==> config.mk <==
export PLATFORM = sky130hd
export DESIGN_NAME = epoch_seconds_to_calendar
export DESIGN_NICKNAME = d
export VERILOG_FILES = /design/src/design/esc_pkg.sv /design/src/design/esc_date.sv /design/src/design/epoch_seconds_to_calendar.sv
export VERILOG_INCLUDE_DIRS = /design/src /design/src/design
export SDC_FILE = /design/constraint.sdc
export NUM_CORES = 2
export LEC_CHECK = 0
export BUFFER_PORTS_ARGS = -buffer_cell sky130_fd_sc_hd__buf_2
export CAP_MARGIN = 5
export CORE_MARGIN = 2
export CORE_UTILIZATION = 50
export DETAILED_ROUTE_END_ITERATION = 7
export GPL_ROUTABILITY_DRIVEN = 0
export PLACE_DENSITY = 0.71
export SYNTH_ARGS = -nofsm -noshare
export SYNTH_HDL_FRONTEND = slang
export SYNTH_HIERARCHICAL = 1
export SYNTH_SLANG_ARGS = --single-unit
==> constraint.sdc <==
create_clock -name clk_i -period 9.6 [get_ports clk_i]
set_clock_uncertainty 0.1 [all_clocks]
set_input_delay 1.92 -clock clk_i [delete_from_list [all_inputs] [get_ports clk_i]]
set_output_delay 1.92 -clock clk_i [all_outputs]
set_load 0.02 [all_outputs]
==> src/design/epoch_seconds_to_calendar_macros.svh <==
// Assertion macros shared by the calendar converter modules.
`ifndef EPOCH_SECONDS_TO_CALENDAR_MACROS_SVH
`define EPOCH_SECONDS_TO_CALENDAR_MACROS_SVH
`ifndef SYNTHESIS
`define ESC_ASSERT(lbl, prop, msg) \
  lbl: assert property (@(posedge clk_i) disable iff (!rst_ni) prop) else $error(msg);
`define ESC_ASSERT_NEVER(lbl, cond, msg) \
  `ESC_ASSERT(lbl, !(cond), msg)
`else
`define ESC_ASSERT(lbl, prop, msg)
`define ESC_ASSERT_NEVER(lbl, cond, msg)
`endif
`endif

==> src/design/esc_pkg.sv <==
// Types, constants and helper functions of the epoch to calendar converter.
`timescale 1ns / 1ps
package esc_pkg;

  localparam int unsigned EpochW  = 32;
  localparam int unsigned OffsetW = 17;
  localparam int unsigned DaysW   = 16;
  localparam int unsigned DateLat = 6;

  // Reciprocals scaled by a power of two, rounded down; one correction follows
  localparam logic [30:0] Recip15   = 31'h4444_4444;  // 2^34 / 15
  localparam int unsigned Shift15   = 34;
  localparam logic [18:0] Recip3    = 19'h5_5555;     // 2^20 / 3
  localparam int unsigned Shift3    = 20;
  localparam logic [17:0] Recip7    = 18'd149796;     // 2^20 / 7
  localparam int unsigned Shift7    = 20;
  localparam logic [15:0] Recip1461 = 16'd45933;      // 2^26 / 1461
  localparam int unsigned Shift1461 = 26;

  localparam logic [11:0] DaysPerFourYears = 12'd1461;
  localparam logic [16:0] Days1900To1970   = 17'd25567;
  localparam logic [7:0]  Year2100         = 8'd200;

  typedef struct packed {
    logic [7:0]  year;
    logic [10:0] days;
  } esc_yd_t;

  typedef struct packed {
    logic [7:0] years_since_1900;
    logic [8:0] day_of_year;
    logic [3:0] month_index;
    logic [4:0] day_of_month;
    logic [2:0] weekday;
  } esc_date_t;

  typedef struct packed {
    logic [5:0] second;
    logic [5:0] minute;
    logic [4:0] hour;
  } esc_hms_t;

  // Year counted from 1900; 1900 and 2100 are not leap, 2000 is
  function automatic logic is_leap(input logic [7:0] y);
    return (y[1:0] == 2'b00) && (y != 8'd0) && (y != Year2100);
  endfunction

  // One pass of the year walk: drop a whole year if the days cover it
  function automatic esc_yd_t year_step(input esc_yd_t a);
    esc_yd_t    r;
    logic [10:0] ylen;
    r    = a;
    ylen = is_leap(a.year) ? 11'd366 : 11'd365;
    if (a.days >= ylen) begin
      r.days = a.days - ylen;
      r.year = a.year + 8'd1;
    end
    return r;
  endfunction

  // Zero-based day of year on which a month starts
  function automatic logic [8:0] month_start(input logic [3:0] mon, input logic leap);
    logic [8:0] s;
    unique case (mon)
      4'd0:    s = 9'd0;
      4'd1:    s = 9'd31;
      4'd2:    s = 9'd59;
      4'd3:    s = 9'd90;
      4'd4:    s = 9'd120;
      4'd5:    s = 9'd151;
      4'd6:    s = 9'd181;
      4'd7:    s = 9'd212;
      4'd8:    s = 9'd243;
      4'd9:    s = 9'd273;
      4'd10:   s = 9'd304;
      4'd11:   s = 9'd334;
      default: s = 9'd0;
    endcase
    if (leap && (mon >= 4'd2)) begin
      s = s + 9'd1;
    end
    return s;
  endfunction

endpackage

==> src/design/esc_date.sv <==
// Day count to weekday, year, day of year, month and day of month, six stages.
`timescale 1ns / 1ps
`include "epoch_seconds_to_calendar_macros.svh"
module esc_date
  import esc_pkg::*;
(
  input  logic             clk_i,
  input  logic             rst_ni,
  input  logic             valid_i,
  input  logic [DaysW-1:0] days_i,
  output logic             valid_o,
  output esc_date_t        date_o
);

  // Stage 1: weekday and four-year block products
  logic        v1_q;
  logic [33:0] pw_q;
  logic [15:0] z_q;
  logic [32:0] py_q;
  logic [16:0] d_q;
  logic [15:0] z_d;
  logic [16:0] d_d;

  assign z_d = days_i + 16'd4;
  assign d_d = 17'(days_i) + Days1900To1970;

  // Stage 2: corrected weekday, block year and remainder
  logic        v2_q;
  logic [2:0]  wd2_q;
  esc_yd_t     yd2_q;
  logic [13:0] q7;
  logic [3:0]  r7;
  logic [6:0]  qy0, qy1;
  logic [11:0] ry0, ry1;
  logic [7:0]  yblk;
  esc_yd_t     yd2_d;
  logic [2:0]  wd2_d;

  always_comb begin
    q7 = pw_q[Shift7 +: 14];
    r7 = 4'(z_q[3:0] - 4'(q7[3:0] * 4'd7));
    if (r7 >= 4'd7) begin
      r7 = r7 - 4'd7;
    end
    wd2_d = r7[2:0];

    qy0 = py_q[Shift1461 +: 7];
    ry0 = 12'(d_q[11:0] - 12'(qy0 * DaysPerFourYears));
    qy1 = qy0;
    ry1 = ry0;
    if (ry0 >= DaysPerFourYears) begin
      qy1 = qy0 + 7'd1;
      ry1 = ry0 - DaysPerFourYears;
    end
    yblk        = {qy1[5:0], 2'b00};
    yd2_d.year  = yblk;
    // add back the non-leap century years inside the whole blocks
    yd2_d.days  = 11'(ry1) + 11'(yblk >= 8'd4) + 11'(yblk >= 8'd204);
  end

  // Stages 3 and 4: walk the year, two years a stage
  logic    v3_q, v4_q;
  logic [2:0] wd3_q, wd4_q;
  esc_yd_t yd3_q, yd4_q;

  // Stage 5: month search
  logic       v5_q;
  logic [2:0] wd5_q;
  logic [7:0] yr5_q;
  logic [8:0] doy5_q;
  logic       leap5_q;
  logic [3:0] mon5_q;
  logic       leap4;
  logic [8:0] doy4;
  logic [3:0] mon_d;

  always_comb begin
    leap4 = is_leap(yd4_q.year);
    doy4  = yd4_q.days[8:0];
    mon_d = 4'd0;
    for (int m = 1; m < 12; m++) begin
      mon_d = mon_d + 4'(doy4 >= month_start(4'(m), leap4));
    end
  end

  // Stage 6: day of month
  logic      v6_q;
  esc_date_t date_q;
  esc_date_t date_d;

  always_comb begin
    date_d.years_since_1900 = yr5_q;
    date_d.day_of_year      = doy5_q;
    date_d.month_index      = mon5_q;
    date_d.day_of_month     = 5'(doy5_q - month_start(mon5_q, leap5_q) + 9'd1);
    date_d.weekday          = wd5_q;
  end

  always_ff @(posedge clk_i or negedge rst_ni) begin
    if (!rst_ni) begin
      v1_q <= 1'b0;
      v2_q <= 1'b0;
      v3_q <= 1'b0;
      v4_q <= 1'b0;
      v5_q <= 1'b0;
      v6_q <= 1'b0;
    end else begin
      v1_q <= valid_i;
      v2_q <= v1_q;
      v3_q <= v2_q;
      v4_q <= v3_q;
      v5_q <= v4_q;
      v6_q <= v5_q;
    end
  end

  always_ff @(posedge clk_i) begin
    pw_q    <= 34'(z_d) * 34'(Recip7);
    z_q     <= z_d;
    py_q    <= 33'(d_d) * 33'(Recip1461);
    d_q     <= d_d;
    wd2_q   <= wd2_d;
    yd2_q   <= yd2_d;
    wd3_q   <= wd2_q;
    yd3_q   <= year_step(year_step(yd2_q));
    wd4_q   <= wd3_q;
    yd4_q   <= year_step(year_step(yd3_q));
    wd5_q   <= wd4_q;
    yr5_q   <= yd4_q.year;
    doy5_q  <= doy4;
    leap5_q <= leap4;
    mon5_q  <= mon_d;
    date_q  <= date_d;
  end

  assign valid_o = v6_q;
  assign date_o  = date_q;

  `ESC_ASSERT_NEVER(a_month_range, v6_q && (date_q.month_index > 4'd11), "month out of range")
  `ESC_ASSERT_NEVER(a_mday_range,
                    v6_q && ((date_q.day_of_month == 5'd0) || (date_q.day_of_month > 5'd31)),
                    "day of month out of range")
  `ESC_ASSERT_NEVER(a_wday_range, v6_q && (date_q.weekday > 3'd6), "weekday out of range")
  `ESC_ASSERT(a_walk_done, v5_q |-> ($past(yd4_q.days) < 11'd366),
              "year walk left more than a year")

endmodule

==> src/design/epoch_seconds_to_calendar.sv <==
// Top level: epoch seconds plus time zone offset to broken-down calendar fields.
`timescale 1ns / 1ps
`include "epoch_seconds_to_calendar_macros.svh"
// Usage
//   Input: drive epoch_seconds_i and raise start_i; the word is taken at each rising
//   edge with start_i high. busy_o stays low, so a new word may enter every cycle.
//   Config: cfg_data_i (signed seconds) is written when cfg_valid_i is high;
//   cfg_ready_o is always high. Write it only while no conversion is in flight.
//   Output: done_o is high for one cycle with all calendar fields valid beside it;
//   the receiver must take the word in that cycle, there is no back-pressure.
// Timing
//   Throughput is one word per cycle. The depth is set by the offset add, three
//   reciprocal multiply and correct pairs (/60, /60, /24), the four-year block
//   division, two stages of year walking and two of month lookup.
// Reset
//   rst_ni clears all valid bits and sets the offset to zero (UTC); words in flight
//   are dropped.
module epoch_seconds_to_calendar
  import esc_pkg::*;
(
  input  logic                      clk_i,
  input  logic                      rst_ni,
  input  logic                      start_i,
  output logic                      busy_o,
  input  logic [EpochW-1:0]         epoch_seconds_i,
  input  logic                      cfg_valid_i,
  output logic                      cfg_ready_o,
  input  logic signed [OffsetW-1:0] cfg_data_i,
  output logic                      done_o,
  output logic [5:0]                second_o,
  output logic [5:0]                minute_o,
  output logic [4:0]                hour_o,
  output logic [2:0]                weekday_o,
  output logic [7:0]                years_since_1900_o,
  output logic [8:0]                day_of_year_o,
  output logic [3:0]                month_index_o,
  output logic [4:0]                day_of_month_o
);

  logic               accept;
  logic [OffsetW-1:0] off_q;

  assign busy_o      = 1'b0;
  assign cfg_ready_o = 1'b1;
  assign accept      = start_i && !busy_o;

  always_ff @(posedge clk_i or negedge rst_ni) begin
    if (!rst_ni) begin
      off_q <= '0;
    end else if (cfg_valid_i && cfg_ready_o) begin
      off_q <= cfg_data_i;
    end
  end

  // Stage 1: offset add, wrapping
  logic              v1_q;
  logic [EpochW-1:0] t_q;

  // Stage 2: seconds product
  logic        v2_q;
  logic [60:0] pa_q;
  logic [4:0]  xa_q;
  logic [1:0]  ta_q;

  // Stage 3: correct, split off seconds
  logic        v3_q;
  logic [26:0] m_q;
  logic [5:0]  sec3_q;
  logic [26:0] qa0, m_d;
  logic [4:0]  ra;

  always_comb begin
    qa0 = pa_q[Shift15 +: 27];
    ra  = 5'(xa_q - 5'(qa0[4:0] * 5'd15));
    m_d = qa0;
    if (ra >= 5'd15) begin
      m_d = qa0 + 27'd1;
      ra  = ra - 5'd15;
    end
  end

  // Stage 4: minutes product
  logic        v4_q;
  logic [55:0] pb_q;
  logic [4:0]  xb_q;
  logic [1:0]  tb_q;
  logic [5:0]  sec4_q;

  // Stage 5: correct, split off minutes
  logic        v5_q;
  logic [20:0] h_q;
  logic [5:0]  sec5_q, min5_q;
  logic [20:0] qb0, h_d;
  logic [4:0]  rb;

  always_comb begin
    qb0 = pb_q[Shift15 +: 21];
    rb  = 5'(xb_q - 5'(qb0[4:0] * 5'd15));
    h_d = qb0;
    if (rb >= 5'd15) begin
      h_d = qb0 + 21'd1;
      rb  = rb - 5'd15;
    end
  end

  // Stage 6: hours product (divide by 8, then by 3)
  logic        v6_q;
  logic [36:0] pc_q;
  logic [2:0]  xc_q;
  logic [2:0]  tc_q;
  logic [5:0]  sec6_q, min6_q;

  // Stage 7: correct, split off hours, whole days remain
  logic             v7_q;
  logic [DaysW-1:0] days_q;
  esc_hms_t         hms7_q;
  logic [DaysW-1:0] qc0, days_d;
  logic [2:0]       rc;

  always_comb begin
    qc0    = pc_q[Shift3 +: DaysW];
    rc     = 3'(xc_q - 3'(qc0[2:0] * 3'd3));
    days_d = qc0;
    if (rc >= 3'd3) begin
      days_d = qc0 + 16'd1;
      rc     = rc - 3'd3;
    end
  end

  always_ff @(posedge clk_i or negedge rst_ni) begin
    if (!rst_ni) begin
      v1_q <= 1'b0;
      v2_q <= 1'b0;
      v3_q <= 1'b0;
      v4_q <= 1'b0;
      v5_q <= 1'b0;
      v6_q <= 1'b0;
      v7_q <= 1'b0;
    end else begin
      v1_q <= accept;
      v2_q <= v1_q;
      v3_q <= v2_q;
      v4_q <= v3_q;
      v5_q <= v4_q;
      v6_q <= v5_q;
      v7_q <= v6_q;
    end
  end

  always_ff @(posedge clk_i) begin
    t_q         <= epoch_seconds_i + {{(EpochW-OffsetW){off_q[OffsetW-1]}}, off_q};
    pa_q        <= 61'(t_q[31:2]) * 61'(Recip15);
    xa_q        <= t_q[6:2];
    ta_q        <= t_q[1:0];
    m_q         <= m_d;
    sec3_q      <= {ra[3:0], ta_q};
    pb_q        <= 56'(m_q[26:2]) * 56'(Recip15);
    xb_q        <= m_q[6:2];
    tb_q        <= m_q[1:0];
    sec4_q      <= sec3_q;
    h_q         <= h_d;
    sec5_q      <= sec4_q;
    min5_q      <= {rb[3:0], tb_q};
    pc_q        <= 37'(h_q[20:3]) * 37'(Recip3);
    xc_q        <= h_q[5:3];
    tc_q        <= h_q[2:0];
    sec6_q      <= sec5_q;
    min6_q      <= min5_q;
    days_q      <= days_d;
    hms7_q      <= '{second: sec6_q, minute: min6_q, hour: {rc[1:0], tc_q}};
  end

  // Date back end; time of day rides alongside in a matching delay line
  logic      date_v;
  esc_date_t date;
  esc_hms_t  hms_dly_q [DateLat];

  esc_date u_date (
    .clk_i   (clk_i),
    .rst_ni  (rst_ni),
    .valid_i (v7_q),
    .days_i  (days_q),
    .valid_o (date_v),
    .date_o  (date)
  );

  always_ff @(posedge clk_i) begin
    hms_dly_q[0] <= hms7_q;
    for (int i = 1; i < DateLat; i++) begin
      hms_dly_q[i] <= hms_dly_q[i-1];
    end
  end

  assign done_o             = date_v;
  assign second_o           = hms_dly_q[DateLat-1].second;
  assign minute_o           = hms_dly_q[DateLat-1].minute;
  assign hour_o             = hms_dly_q[DateLat-1].hour;
  assign weekday_o          = date.weekday;
  assign years_since_1900_o = date.years_since_1900;
  assign day_of_year_o      = date.day_of_year;
  assign month_index_o      = date.month_index;
  assign day_of_month_o     = date.day_of_month;

  `ESC_ASSERT(a_latency, done_o |-> $past(accept, 13), "result without a matching word")
  `ESC_ASSERT_NEVER(a_sec_min_range, done_o && ((second_o > 6'd59) || (minute_o > 6'd59)),
                    "second or minute out of range")
  `ESC_ASSERT_NEVER(a_hour_range, done_o && (hour_o > 5'd23), "hour out of range")

endmodule
==> Word level (Yosys, flattened, before mapping) <==
Memories as Yosys holds them, arrays and structs flattened. A register that Yosys moved wholly into a read port is not among the register bits.
Index checks and enable logic that the tools add are counted.
{ "totals": {"reg_bits": 534, "ram_bits": 102, "in_bits": 53, "romBits": 144, "memories": 2, "output_inout_bits": 49} }
{ "mem_list": {"columns": ["name", "depth", "word_bits", "read_ports", "rd_ports_with_merged_regs", "write_ports", "line_no", "rtl"], "rows": [
  ["(no name shown)", 16, 9, 1, 1, 0, "esc_pkg.sv:64", "unique case (mon)"],
  ["hms_dly_q", 6, 17, 6, 0, 6, "epoch_seconds_to_calendar.sv:176", "esc_hms_t hms_dly_q [DateLat];"]
]} }
{ "classes": {"mux": 28, "mul": 10, "n_reduce_logical": 19, "eq_ne": 5, "addsub": 40, "n_lt_le_gt_ge": 23} }
{ "ops": {"columns": ["cell", "count"], "rows": [
  ["19-bit 2-to-1 mux", 4],
  ["30-bit by 29-bit multiplier with 59-bit output, second input constant", 1],
  ["25-bit by 29-bit multiplier with 53-bit output, second input constant", 1],
  ["11-bit >= comparator", 4],
  ["11-bit subtractor", 4],
  ["8-bit nonzero test", 5],
  ["4-bit by 1-bit adder with 4-bit output", 9],
  ["9-bit by 8-bit >= comparator with 1-bit output", 4],
  ["18-bit by 19-bit multiplier with 36-bit output, second input constant", 1],
  ["17-bit by 16-bit multiplier with 33-bit output, second input constant", 1],
  ["32-bit adder", 1],
  ["8-bit by 1-bit adder with 8-bit output, second input constant", 4],
  ["8-bit != test, second input constant", 4],
  ["27-bit by 1-bit adder with 27-bit output, second input constant", 1],
  ["9-bit >= comparator", 3],
  ["27-bit 2-to-1 mux", 1],
  ["11-bit by 1-bit adder with 11-bit output", 2],
  ["16-bit by 16-bit multiplier with 22-bit output, second input constant", 1],
  ["21-bit by 1-bit adder with 21-bit output, second input constant", 1],
  ["21-bit 2-to-1 mux", 1],
  ["9-bit by 7-bit >= comparator with 1-bit output", 2],
  ["16-bit by 15-bit adder with 17-bit output, second input constant", 1],
  ["16-bit by 1-bit adder with 16-bit output, second input constant", 1],
  ["16-bit by 3-bit adder with 16-bit output, second input constant", 1],
  ["other kinds (35)", 67]
]} }

==> Logic depth before layout (Yosys ltp) <==
{ "depth": {"depth_word": 15, "mapped_depth": 27} }

==> Modules after synthesis <==
Netlist, hierarchy kept.
{ "by_module_without_submodules": {"columns": ["module", "n_inst", "area_per_inst_um2", "cells_each", "seq_area_each_um2"], "rows": [
  ["epoch_seconds_to_calendar", 1, 27371.3, 2589, 7307.0],
  ["esc_date", 1, 15966.6, 1666, 3113.0]
]} }

==> Least setup slack after synthesis <==
OpenSTA, ideal clock, no wires.
{ "synth_path": {"path_type": "register to register", "start": "register days_q[0]", "end": "register u_date.py_q[32]", "arrival_time_ns": 6.849, "n_path_buf": 0, "slack_ns": 2.530, "path_stages_with_launch": 26, "cell_sequence": "dfxtp_1 inv_1 nand3_1 or3_1 a2111o_1 nor2_1 nor2_1 or3_1 xor2_1 ha_1 fa_1 fa_1 inv_1 fa_1 inv_1 fa_1 fa_1 ha_1 nand4_1 nor4_1 o21ai_0 o31ai_1 a21oi_1 o21ai_0 a21oi_1 xnor2_1"} }
{ "synth_between": {"elab_chain_len": 2} }
{ "synth_rtl": {"columns": ["item", "line_no", "rtl"], "rows": [
  ["from (decl)", "epoch_seconds_to_calendar.sv:115", "logic [DaysW-1:0] days_q;"],
  ["from (signal assigned)", "epoch_seconds_to_calendar.sv:169", "days_q <= days_d;"],
  ["16-bit by 15-bit adder with 17-bit output", "esc_date.sv:25", "assign d_d = 17'(days_i) + Days1900To1970;"],
  ["net u_date.d_d[0]", "esc_date.sv:22", "logic [16:0] d_d;"],
  ["17-bit by 16-bit multiplier with 33-bit output", "esc_date.sv:120", "py_q <= 33'(d_d) * 33'(Recip1461);"],
  ["to (signal assigned)", "esc_date.sv:120", null],
  ["to (decl)", "esc_date.sv:19", "logic [32:0] py_q;"]
]} }
The timed path passes the listed nets, and every way through them passes these cells.
A chain may end at the register's enable or synchronous reset.

==> Final worst setup path <==
Ends and elaborated chain as after synthesis.

==> results_dict.tcl <==
set metrics [dict create \
    crit_required_ns 10.06 \
    post_cts_buffers 0 \
    worst_ep_arrival_time_ns 8.78 \
    antenna_found_initial 2 \
    setup_tns_ns 0 \
    cp.depth 25 \
    async_flop_share 0.0585 \
    crit_slowest_cell "o31ai_1" \
    ant_nets 0 \
    insertion_delay_ns 0.67 \
    slowest_delay_ns 0.65 \
    grt_start_max_net_pins 34 \
    synth_seq_cells 513 \
    cts_tree "built" \
    drive_above_1_share 0.0615 \
    cts_buffer_depth 3 \
    ys_seq_area_frac 0.240 \
    remaining_drc_errors 0 \
    grt-ovfl-total 0 \
    clock.fmax_ghz 0.120 \
    synth_top_family_by_area "adder cells" \
    worstHoldPathCells 0 \
    reg2reg_depth 25 \
    rows 107 \
    relSlewSlack 0.332 \
    synth_mux_area_frac 0.00788 \
    grt_pass1_wl_mm 142 \
    critPathLaunchType "flop" \
    path_buf_inv 3 \
    syn_nets 5561 \
    critical-path-top-delay-family "adder cells" \
    viasPerCell 5.17 \
    path_class "flop to flop" \
    postSynthCellCount 4255 \
    syn_to_final_growth_pct 8.56 \
    grt.total_usage 0.192 \
    post_cts_resized 0 \
    synth_simple_gate_area_share 0.0772 \
    worstPathMaxFanout 7 \
    clock_sinks 513 \
    rsz0062_at_grt "false" \
    die_area_um2 89000 \
    outcome "complete, no violations" \
    diodes 0 \
    yosysUniqueCellTypes 101 \
    synthXorXnorAreaFrac 0.0675 \
    path_clk_slew_ns 0.06 \
    cts_root_buf "clkbuf_16" \
    start_util 0.507 \
    worst_slew_pin_slew_ns 0.977 \
    min_period_ns 8.33 \
    hp-class "flop to flop" \
    vias 28718 \
    synth_edf_count 0 \
    avgSynthCellArea_um2 10.2 \
    drv_cap 0 \
    finalWirelength_mm 84.1 \
    endpoint_kind "flop" \
    cts_buffers 55 \
    die_y_um 298 \
    synth_fa_ha_area_frac 0.440 \
    place_hpwl_mm 70.2 \
    core_area_um2 85500 \
    htree_levels 2 \
    grt_pass1_vias 29726 \
    yosys_warnings 6 \
    cp_common_cell "fa_1" \
    finalHoldViolCount 0 \
    drv_slew 0 \
    wl_per_cell_um 15.1 \
    synth_area_um2 43300 \
    layout.nets 5670 \
    synth-compound-area-share 0.0906 \
    io_buffer_count 99 \
    fin_crit_sh 0.867 \
    ios 102 \
    synth-main-ff-cell "dfxtp_1" \
    drt_iter0_drc 1296 \
    postCtsHoldBufs 0 \
    die_w_um 298 \
    dr.pass1.iters 5 \
    finalSetupViolCount 0 \
]
-- layer usage --
| metal | wire [um] | share of wire | GRT usage |
|---|---|---|---|
| met1 | 38600 | 0.46 | 0.254 |
| met2 | 39400 | 0.47 | 0.324 |
| met3 | 3970 | 0.047 | 0.0345 |
| met4 | 2140 | 0.025 | 0.0538 |
| met5 | 0 | 0 | 0 |
-- path summary, 6_finish.rpt --
kind                                   endpoint       from  slack, ns
worst max-delay path            u_date/py_q[32]  days_q[0]       1.27
worst min-delay path            hms_dly_q[0][7]  hms7_q[7]       0.21
worst max register to register  u_date/py_q[32]  days_q[0]       1.27
worst min register to register  hms_dly_q[0][7]  hms7_q[7]       0.21
max in group asynchronous                  v4_q     rst_ni       7.77
min in group asynchronous              off_q[0]     rst_ni       1.18
-- worst register-to-register path, stage by stage, from the launching register on --
cell      delay (ns)
dfxtp_1         0.36
inv_1           0.24
nand3_1         0.16
or3_1           0.38
a2111o_1        0.47
nor2_1          0.10
nor2_1          0.06
or3_1           0.32
xor2_1          0.51
ha_1            0.40
fa_1            0.51
fa_1            0.52
inv_1           0.05
fa_1            0.47
inv_1           0.06
fa_1            0.50
fa_1            0.50
ha_1            0.32
nand4_1         0.15
nor4_1          0.40
o21ai_0         0.23
o31ai_1         0.65
a21oi_1         0.21
o21ai_0         0.32
a21oi_1         0.13
xnor2_1         0.13
-- layout by cell type (no fill, tap or decap), drive strengths merged, types with 48 or more instances in the layout --
| cell type | count |
|---|---|
| nand3 | 84 |
| inv | 828 |
| o21ai | 131 |
| ha | 804 |
| a21oi | 174 |
| buf | 102 |
| nand2 | 137 |
| a21o | 86 |
| nor3 | 48 |
| clkbuf | 65 |
| xnor2 | 239 |
| xor2 | 95 |
| dfxtp | 483 |
| fa | 449 |
| nor2 | 146 |
-- flip-flops by register name (all words and copies together) (netlist names), 9 cells and up, named ones only --
name	cells
t_q	32
m_q	27
u_date/date_o	29
days_q	16
h_q	21
hms_dly_q	102
pc_q	16
hms7_q	17
u_date/yd2_q	17
off_q	17
pa_q	27
u_date/d_q	12
u_date/doy5_q	9
u_date/yd3_q	19
u_date/doy4	9
pb_q	21
-- through the flow --
step / setup WS (ns) / instances / hold slack (ns) / utilization / cell area [um^2]
6_report: 1.27 / 5554 / 0.208 / 0.550 / 47000
3_3_place_gp: 1.87 / 5451 / 0.210 / 0.527 / 45100
4_1_cts: 1.47 / 5554 / 0.206 / 0.550 / 47000
3_5_place_dp: 1.50 / 5451 / 0.212 / 0.527 / 45100
5_1_grt: 0.933 / 5554 / 0.224 / 0.550 / 47000
2_1_floorplan: 2.53 / 4255 / 0.210 / - / 43300
-- cells in the mapped netlist, types with 6 or more instances --
cell type    n  share of area
dfxtp_1    483           0.22
nor2b_1     30         0.0043
nor4_1      10         0.0014
or3_1       17         0.0025
dfrtp_1     30          0.017
o21a_1      21         0.0036
o31a_1       7         0.0014
a21oi_1    172          0.020
clkbuf_1    38         0.0033
a21o_1      86          0.015
inv_1      827          0.072
o21ai_0    124          0.014
mux2_2      25         0.0065
nand4_1     35         0.0051
o21bai_1    15         0.0026
a2111oi_0    7         0.0014
and4_1       6         0.0012
or2_2       13         0.0019
a211oi_1    18         0.0031
and3_1      44         0.0064
o211ai_1    15         0.0026
nand2_1    136          0.012
o22ai_1     11         0.0016
nand2b_1    20         0.0029
buf_2        6        0.00069
xnor2_1    239          0.048
nor2_1     145          0.013
mux2i_1      6         0.0014
o31ai_1     12         0.0021
a21boi_0    10         0.0017
nor3_1      45         0.0052
ha_1       804           0.23
a31oi_1     19         0.0027
nand3_1     81         0.0094
and2_1      18         0.0026
xor2_1      95          0.019
nand3b_1     9         0.0016
fa_1       449           0.21
-- final cells by class --
cell class | instances | area (um^2)
Timing Repair Buffer | 102 | 518
Multi-Input combinational cell | 2865 | 29600
Tap cell | 1144 | 1430
Clock inverter | 38 | 539
Inverter | 827 | 3100
Clock buffer | 65 | 1440
Fill cell | 7410 | 38500
Sequential cell | 513 | 10400
-- cell families (layout without fill, tap and decap cells) --
family | after synthesis | after routing
simple gates | 648 | 648
xor+xnor | 334 | 334
other cells | 2 | 2
buf+inv | 877 | 1032
compound gates | 597 | 597
flops | 513 | 513
mux | 31 | 31
fa+ha+maj | 1253 | 1253
Power is not shown: default switching activity piles up to over one toggle a cycle in this logic, so the estimate is an artifact.
